==> config.mk <==
export PLATFORM = sky130hd
export DESIGN_NAME = zero_crossing_frequency_meter
export DESIGN_NICKNAME = d
export VERILOG_FILES = /design/src/rtl/zcfm_pkg.sv /design/src/rtl/zero_crossing_frequency_meter.sv
export SDC_FILE = /design/constraint.sdc
export NUM_CORES = 2
export LEC_CHECK = 0
export ABC_AREA = 1
export BUFFER_PORTS_ARGS = -buffer_cell sky130_fd_sc_hd__buf_2
export CORE_UTILIZATION = 55
export DETAILED_ROUTE_END_ITERATION = 10
export PLACE_DENSITY = 0.69
export SKIP_LAST_GASP = 1
export SYNTH_ARGS = -nofsm -noshare
export SYNTH_HDL_FRONTEND = slang
export SYNTH_SLANG_ARGS = --single-unit
==> constraint.sdc <==
create_clock -name clk -period 20.1 [get_ports clk]
set_input_delay 2.01 -clock clk [delete_from_list [all_inputs] [get_ports clk]]
set_output_delay 2.01 -clock clk [all_outputs]
set_load 0.1 [all_outputs]
==> src/rtl/zcfm_pkg.sv <==
// zcfm_pkg: shared types and constants of the zero-crossing frequency meter
// used by zero_crossing_frequency_meter and zcfm_checker; no dependencies

package zcfm_pkg;

    // number of periods averaged into one result
    localparam int NUM_PERIODS = 5;

    // field widths
    localparam int CODE_W = 12;
    localparam int MV_W   = 12;
    localparam int TIME_W = 32;
    localparam int HZ_W   = 20;
    localparam int FRAC_W = 8;

    // stream packing
    localparam int S_TDATA_W = 48;
    localparam int M_TDATA_W = 32;
    localparam int CFG_IDX_W = 8;

    // voltage scaling: code * 3300 against mv * 4095
    localparam int LVL_W           = 27;
    localparam int FULL_SCALE_MV   = 3300;
    localparam int FULL_SCALE_CODE = 4095;

    // reciprocal 256e6 / period, quotient below 2^28
    localparam int          RECIP_W  = 28;
    localparam logic [27:0] Q8_MEGA  = 28'd256000000;
    localparam int          SUM_W    = 33;
    localparam int          IDX_W    = 5;
    localparam int          CNT_W    = 6;
    localparam int          REM_W    = (NUM_PERIODS > 1) ? $clog2(NUM_PERIODS) : 1;

    // largest frequency a result can carry
    localparam logic [19:0] FREQ_MAX_HZ = 20'd1000000;

    // register reset values
    localparam logic [11:0] MIDPOINT_RST  = 12'd2500;
    localparam logic [11:0] TOLERANCE_RST = 12'd50;

    // register indexes
    localparam logic [CFG_IDX_W-1:0] REG_MIDPOINT  = 8'd0;
    localparam logic [CFG_IDX_W-1:0] REG_TOLERANCE = 8'd1;

    // measurement phase
    typedef enum logic [1:0] {
        PH_LEAVE_A = 2'd0,
        PH_ARM     = 2'd1,
        PH_LEAVE_B = 2'd2,
        PH_CLOSE   = 2'd3
    } phase_t;

    // control sequencer
    typedef enum logic [2:0] {
        ST_SAMPLE,
        ST_RECIP,
        ST_ACCUM,
        ST_MEAN,
        ST_DONE
    } state_t;

endpackage

==> src/rtl/zero_crossing_frequency_meter.sv <==
// zero_crossing_frequency_meter: takes one sample a cycle while s_tready is high,
// times rising crossings with hysteresis and averages 256e6/period over NUM_PERIODS
// periods; depends on zcfm_pkg
// a sample that does not close a period leaves s_tready high; the sample that closes one
// holds s_tready low for the bit-serial reciprocal and the accumulate, and on the last
// period of a round also for the bit-serial mean by NUM_PERIODS and the load of the
// output register, longer while that register is still full
// rst_n clears control, measurement and register state asynchronously (midpoint 2500,
// tolerance 50); datapath registers have no reset and are loaded before they are read

module zero_crossing_frequency_meter
    import zcfm_pkg::*;
(
    input  logic                 clk,
    input  logic                 rst_n,
    // configuration write
    input  logic                 cfg_valid,
    output logic                 cfg_ready,
    input  logic [CFG_IDX_W-1:0] cfg_index,
    input  logic [MV_W-1:0]      cfg_data,
    // samples
    input  logic                 s_tvalid,
    output logic                 s_tready,
    input  logic [S_TDATA_W-1:0] s_tdata,   // adc_code[11:0], time_us[43:12], zero[47:44]
    // results
    output logic                 m_tvalid,
    input  logic                 m_tready,
    output logic [M_TDATA_W-1:0] m_tdata,   // freq_hz[19:0], freq_frac[27:20], zero[31:28]
    output logic                 m_tuser    // zero_period
);

    state_t                    state_reg, state_next;
    phase_t                    phase_reg, phase_next;
    logic [MV_W-1:0]           mid_reg, mid_next;
    logic [MV_W-1:0]           tol_reg, tol_next;
    logic [CODE_W-1:0]         prev_reg, prev_next;
    logic [TIME_W-1:0]         start_reg, start_next;
    logic [IDX_W-1:0]          idx_reg, idx_next;
    logic [SUM_W-1:0]          sum_reg, sum_next;
    logic                      zero_reg, zero_next;
    logic [CNT_W-1:0]          cnt_reg, cnt_next;
    logic [TIME_W-1:0]         divisor_reg, divisor_next;
    logic [TIME_W-1:0]         rem_reg, rem_next;
    logic [RECIP_W-1:0]        quot_reg, quot_next;
    logic [SUM_W-1:0]          mean_reg, mean_next;
    logic [REM_W-1:0]          mrem_reg, mrem_next;
    logic                      out_valid_reg, out_valid_next;
    logic [HZ_W-1:0]           out_hz_reg, out_hz_next;
    logic [FRAC_W-1:0]         out_frac_reg, out_frac_next;
    logic                      out_zero_reg, out_zero_next;

    logic [CODE_W-1:0]         code;
    logic [TIME_W-1:0]         stamp;
    logic                      s_acc;
    logic                      out_free;
    logic signed [LVL_W-1:0]   code_lvl, prev_lvl, lo_lvl, hi_lvl, mid_lvl;
    logic signed [MV_W+1:0]    lo_mv, hi_mv;
    logic                      in_band, rising, close_hit, round_end, step_last;
    logic [TIME_W-1:0]         period;
    logic [SUM_W-1:0]          sum_add;
    logic [TIME_W:0]           rem_shift;
    logic                      rem_ge;
    logic [REM_W:0]            mrem_shift;
    logic                      mrem_ge;

    assign code  = s_tdata[CODE_W-1:0];
    assign stamp = s_tdata[CODE_W+TIME_W-1:CODE_W];

    // level compares in exact scaled units
    always_comb
    begin
        lo_mv    = $signed({2'b00, mid_reg}) - $signed({2'b00, tol_reg});
        hi_mv    = $signed({2'b00, mid_reg}) + $signed({2'b00, tol_reg});
        code_lvl = $signed(LVL_W'(code) * LVL_W'(FULL_SCALE_MV));
        prev_lvl = $signed(LVL_W'(prev_reg) * LVL_W'(FULL_SCALE_MV));
        lo_lvl   = LVL_W'(lo_mv) * $signed(LVL_W'(FULL_SCALE_CODE));
        hi_lvl   = LVL_W'(hi_mv) * $signed(LVL_W'(FULL_SCALE_CODE));
        mid_lvl  = $signed(LVL_W'(mid_reg) * LVL_W'(FULL_SCALE_CODE));
        in_band  = (code_lvl > lo_lvl) && (code_lvl < hi_lvl);
        rising   = (prev_lvl < mid_lvl) && (code_lvl >= mid_lvl);
    end

    // handshake and shared conditions
    always_comb
    begin
        s_tready  = (state_reg == ST_SAMPLE);
        cfg_ready = 1'b1;
        s_acc     = s_tvalid && s_tready;
        out_free  = !out_valid_reg || m_tready;
        close_hit = s_acc && (phase_reg == PH_CLOSE) && rising;
        round_end = (idx_reg + 1'b1) == IDX_W'(NUM_PERIODS);
        step_last = (cnt_reg == CNT_W'(1));
        period    = stamp - start_reg;
        sum_add   = sum_reg + SUM_W'(quot_reg);
    end

    // one restoring step of the reciprocal and of the mean
    always_comb
    begin
        rem_shift  = {rem_reg, quot_reg[RECIP_W-1]};
        rem_ge     = rem_shift >= {1'b0, divisor_reg};
        mrem_shift = {mrem_reg, mean_reg[SUM_W-1]};
        mrem_ge    = mrem_shift >= (REM_W+1)'(NUM_PERIODS);
    end

    // sequencer next state
    always_comb
    begin
        state_next = state_reg;
        unique case (state_reg)
            ST_SAMPLE: if (close_hit) state_next = ST_RECIP;
            ST_RECIP:  if (step_last) state_next = ST_ACCUM;
            ST_ACCUM:  state_next = round_end ? ST_MEAN : ST_SAMPLE;
            ST_MEAN:   if (step_last) state_next = ST_DONE;
            ST_DONE:   if (out_free) state_next = ST_SAMPLE;
            default:   state_next = ST_SAMPLE;
        endcase
    end

    // datapath and register updates
    always_comb
    begin
        phase_next     = phase_reg;
        mid_next       = mid_reg;
        tol_next       = tol_reg;
        prev_next      = prev_reg;
        start_next     = start_reg;
        idx_next       = idx_reg;
        sum_next       = sum_reg;
        zero_next      = zero_reg;
        cnt_next       = cnt_reg;
        divisor_next   = divisor_reg;
        rem_next       = rem_reg;
        quot_next      = quot_reg;
        mean_next      = mean_reg;
        mrem_next      = mrem_reg;
        out_valid_next = out_valid_reg;
        out_hz_next    = out_hz_reg;
        out_frac_next  = out_frac_reg;
        out_zero_next  = out_zero_reg;

        // register writes
        if (cfg_valid)
        begin
            unique case (cfg_index)
                REG_MIDPOINT:  mid_next = cfg_data;
                REG_TOLERANCE: tol_next = cfg_data;
                default:       ;
            endcase
        end

        // output register drains
        if (out_valid_reg && m_tready)
            out_valid_next = 1'b0;

        case (state_reg)
            // examine one sample in the current phase
            ST_SAMPLE:
            begin
                if (s_acc)
                begin
                    prev_next = code;
                    case (phase_reg)
                        PH_LEAVE_A: if (!in_band) phase_next = PH_ARM;
                        PH_LEAVE_B: if (!in_band) phase_next = PH_CLOSE;
                        PH_ARM:
                        begin
                            if (rising)
                            begin
                                start_next = stamp;
                                phase_next = PH_LEAVE_B;
                            end
                        end
                        default:
                        begin
                            if (rising)
                            begin
                                // a zero period saturates like a period of one
                                divisor_next = (period == '0) ? TIME_W'(1) : period;
                                zero_next    = zero_reg || (period == '0);
                                rem_next     = '0;
                                quot_next    = Q8_MEGA;
                                cnt_next     = CNT_W'(RECIP_W);
                                phase_next   = PH_LEAVE_A;
                            end
                        end
                    endcase
                end
            end

            // reciprocal, one quotient bit per cycle
            ST_RECIP:
            begin
                rem_next  = rem_ge ? TIME_W'(rem_shift - {1'b0, divisor_reg})
                                   : rem_shift[TIME_W-1:0];
                quot_next = {quot_reg[RECIP_W-2:0], rem_ge};
                cnt_next  = cnt_reg - 1'b1;
            end

            // add the period's frequency, start the mean at the end of a round
            ST_ACCUM:
            begin
                if (round_end)
                begin
                    mean_next = sum_add;
                    mrem_next = '0;
                    cnt_next  = CNT_W'(SUM_W);
                    sum_next  = '0;
                    idx_next  = '0;
                end
                else
                begin
                    sum_next = sum_add;
                    idx_next = idx_reg + 1'b1;
                end
            end

            // mean by a constant, one quotient bit per cycle
            ST_MEAN:
            begin
                mrem_next = mrem_ge ? REM_W'(mrem_shift - (REM_W+1)'(NUM_PERIODS))
                                    : mrem_shift[REM_W-1:0];
                mean_next = {mean_reg[SUM_W-2:0], mrem_ge};
                cnt_next  = cnt_reg - 1'b1;
            end

            // hand the result to the output register
            ST_DONE:
            begin
                if (out_free)
                begin
                    out_valid_next = 1'b1;
                    out_hz_next    = mean_reg[FRAC_W+HZ_W-1:FRAC_W];
                    out_frac_next  = mean_reg[FRAC_W-1:0];
                    out_zero_next  = zero_reg;
                    zero_next      = 1'b0;
                end
            end

            default: ;
        endcase
    end

    // state registers
    always_ff @(posedge clk or negedge rst_n)
    begin
        if (!rst_n)
        begin
            state_reg     <= ST_SAMPLE;
            phase_reg     <= PH_LEAVE_A;
            mid_reg       <= MIDPOINT_RST;
            tol_reg       <= TOLERANCE_RST;
            prev_reg      <= '0;
            start_reg     <= '0;
            idx_reg       <= '0;
            sum_reg       <= '0;
            zero_reg      <= 1'b0;
            cnt_reg       <= '0;
            out_valid_reg <= 1'b0;
        end
        else
        begin
            state_reg     <= state_next;
            phase_reg     <= phase_next;
            mid_reg       <= mid_next;
            tol_reg       <= tol_next;
            prev_reg      <= prev_next;
            start_reg     <= start_next;
            idx_reg       <= idx_next;
            sum_reg       <= sum_next;
            zero_reg      <= zero_next;
            cnt_reg       <= cnt_next;
            out_valid_reg <= out_valid_next;
        end
    end

    // payload registers
    always_ff @(posedge clk)
    begin
        divisor_reg  <= divisor_next;
        rem_reg      <= rem_next;
        quot_reg     <= quot_next;
        mean_reg     <= mean_next;
        mrem_reg     <= mrem_next;
        out_hz_reg   <= out_hz_next;
        out_frac_reg <= out_frac_next;
        out_zero_reg <= out_zero_next;
    end

    // result port
    always_comb
    begin
        m_tvalid = out_valid_reg;
        m_tdata  = {{(M_TDATA_W-HZ_W-FRAC_W){1'b0}}, out_frac_reg, out_hz_reg};
        m_tuser  = out_zero_reg;
    end

endmodule

==> impl_results.md <==
- Starting density of the core: 55.8%
- Via density: 5.22
- Die W: 250 um
- CP peak stage delay: 0.70 ns
- Clock skew: a little over 0.04 ns
- Post-CTS Setup Inserts: 0
- Post-DRT Antenna Nets: 0
- GRT Residual Overflow: 0
- Layout Cells excl Fill: approximately 4,800
- Layout cells sized above 1: approximately 5.9%
- # diodes: 0
- CP Launch Type: flip-flop
- Max-slew violations: 0
- Final Cycle Share: a little under half
- Routed vias: 25,300
- Critical Path RT: 20.52 ns
- Die area: slightly above 60,000 sq um
- Fmax: 109 MHz
- Worst Hold Class: flip-flop to flip-flop
- Initial antenna violation count: 0
- First-pass iteration count of the detailed router: 5
- Area Growth Syn to Fin: 7.69%
- RSZ-0062 raised after global routing: no
- Pin count of the biggest net entering global routing: 66
- Post-synth top area share: 19.2%
- Async set-reset flop share out of synthesis: approximately 43%
- Max_slew headroom: 30.7%
- Fin area: about 36,000 sq um
- Final setup fails: 0
- Flops & latches, synth: ~280
- Post-synthesis cell type count: 61
- Fin Setup TNS: 0 ns
- Syn_area_per_cell: 8.57 sq um
- Top_reg_cell synth: edfxtp_1
- DIE HEIGHT: around 250 um
- Synthesized area: 33,700 sq um
- Crit. End Element: flip-flop
- Final nets: 4,935
- Clock sinks: 276
- Post-DR wirelength/cell: 15.1 um
- Cell taking the most area after synthesis: ha_1
- Rows: 90
- Clk_lat worst skew: 0.56 ns
- Most frequent cells in the layout: inv_1, nand2_1, ha_1
- Status: complete, no violations
- Final WL: 73.3 mm
- Maximum clock insertion buffer count: 3
- Slew at the pin closest to its max-slew limit: 1.04 ns
- Data arrival, critical path: 9.57 ns
- Htree depth: 2
- Slowest library cell on the worst path: fa_1
- CP Class: flip-flop to flip-flop
- Warnings from Yosys: 0
- CTS root buffer: clkbuf_16
- Tot GR Track Use: 24.3%
- Port buffer count: 99
- Max_cap viols: 0
- Placed insts: 4,783
- Total core area: 60,500 sq um
- Num CTS Buffers: 35
- Seq/Total Area, Yosys: a little under a quarter
- # fillers: 5,391
- Gate Count Post-Synth: 3,936
- Half-perimeter wire length after placement: 60.6 mm
- CTS tree: done
- DRC Markers: 0
- Global-route wire length before repair: ~120 mm
- GP Congestion: 0.899
- Commonest non-fill, non-tap cell in the layout: inv_1
- Post-layout min period: 9.16 ns
- Fin. Hold Viols: 0
- Vias in the first global route: between 20,000 and 30,000
- Post-CTS sizing: 0
- Share of the core filled with cells: 60.1%
- EDFF count, synth: 157
- Hold buffers post-CTS: 0
- DRT iter0 DRCs: 1,160
- Area after DPL: 35,100 sq um
- IO Pins: 109
- Top cells by area, synth: ha_1, fa_1, edfxtp_1
- Clock transition at path regs: approximately 0.07 ns
- CP Max Fanout: 7
-- cells by family after synthesis --
kind of cell             after synthesis  share of synthesized area, %
AND/OR/NAND/NOR                     1040                          13.1
XOR/XNOR                             205                          5.32
AO/OA/AOI/OAI                        670                          11.0
flip-flops                           276                          22.8
other                                  2                        0.0223
adder cells (fa/ha/maj)              824                          37.4
buffers and inverters                919                          10.4
-- cells in the mapped netlist, drive strengths merged, types with 19 or more instances --
| cell type | n |
|---|---|
| a31oi | 19 |
| nor2 | 232 |
| edfxtp | 157 |
| inv | 870 |
| xnor2 | 87 |
| xor2 | 118 |
| nand2 | 599 |
| dfrtp | 111 |
| nand4 | 28 |
| nand3 | 113 |
| clkbuf | 32 |
| ha | 517 |
| nor3 | 33 |
| a21oi | 318 |
| fa | 307 |
| o21ai | 223 |
-- worst max-delay path: cells and delay by family (launching register included) --
family	cells	cell delay, ns
fa+ha+maj	8	3.74
simple gates	8	0.84
buf+inv	5	0.48
flops	1	0.63
xor+xnor	2	0.74
compound gates	12	2.58
-- through the flow --
step           hold WS, ns  setup slack (ns)
6_report             0.448             10.94
5_1_grt              0.459             10.13
4_1_cts              0.450             10.90
3_5_place_dp         0.436             10.58
3_3_place_gp         0.433             10.67
2_1_floorplan        0.427              9.78
-- path summary, 6_finish.rpt --
path	from	slack [ns]	depth (start not counted)	to
max	mid_reg[2]	10.94	35	phase_reg[0]
min	mean_reg[10]	0.45	0	out_hz_reg[2]
max reg2reg	mid_reg[2]	10.94	35	phase_reg[0]
min reg2reg	mean_reg[10]	0.45	0	out_hz_reg[2]
max in group asynchronous	rst_n	17.30	2	prev_reg[9]
min in group asynchronous	rst_n	1.46	1	tol_reg[2]
-- layout make-up --
cell class	instances	area [sq um]	area share [%]
Clock buffer	41	930	2.56
Clock inverter	22	285	0.785
Inverter	872	3270	9.01
Multi-Input combinational cell	2744	22600	62.2
Sequential cell	276	7700	21.2
Tap cell	782	978	2.69
Timing Repair Buffer	109	577	1.59
-- per-layer routing --
| metal | track usage (%) | routed length, um | vias to the layer above |
|---|---|---|---|
| li1 | - | - | 12900 |
| met1 | 32.2 | 33400 | 11900 |
| met2 | 41.7 | 35100 | 429 |
| met3 | 2.68 | 2770 | 106 |
| met4 | 7.23 | 1980 | 0 |
| met5 | 0 | 0 | - |
Power is not shown: default switching activity piles up to over one toggle a cycle in this logic, so the estimate is an artifact.
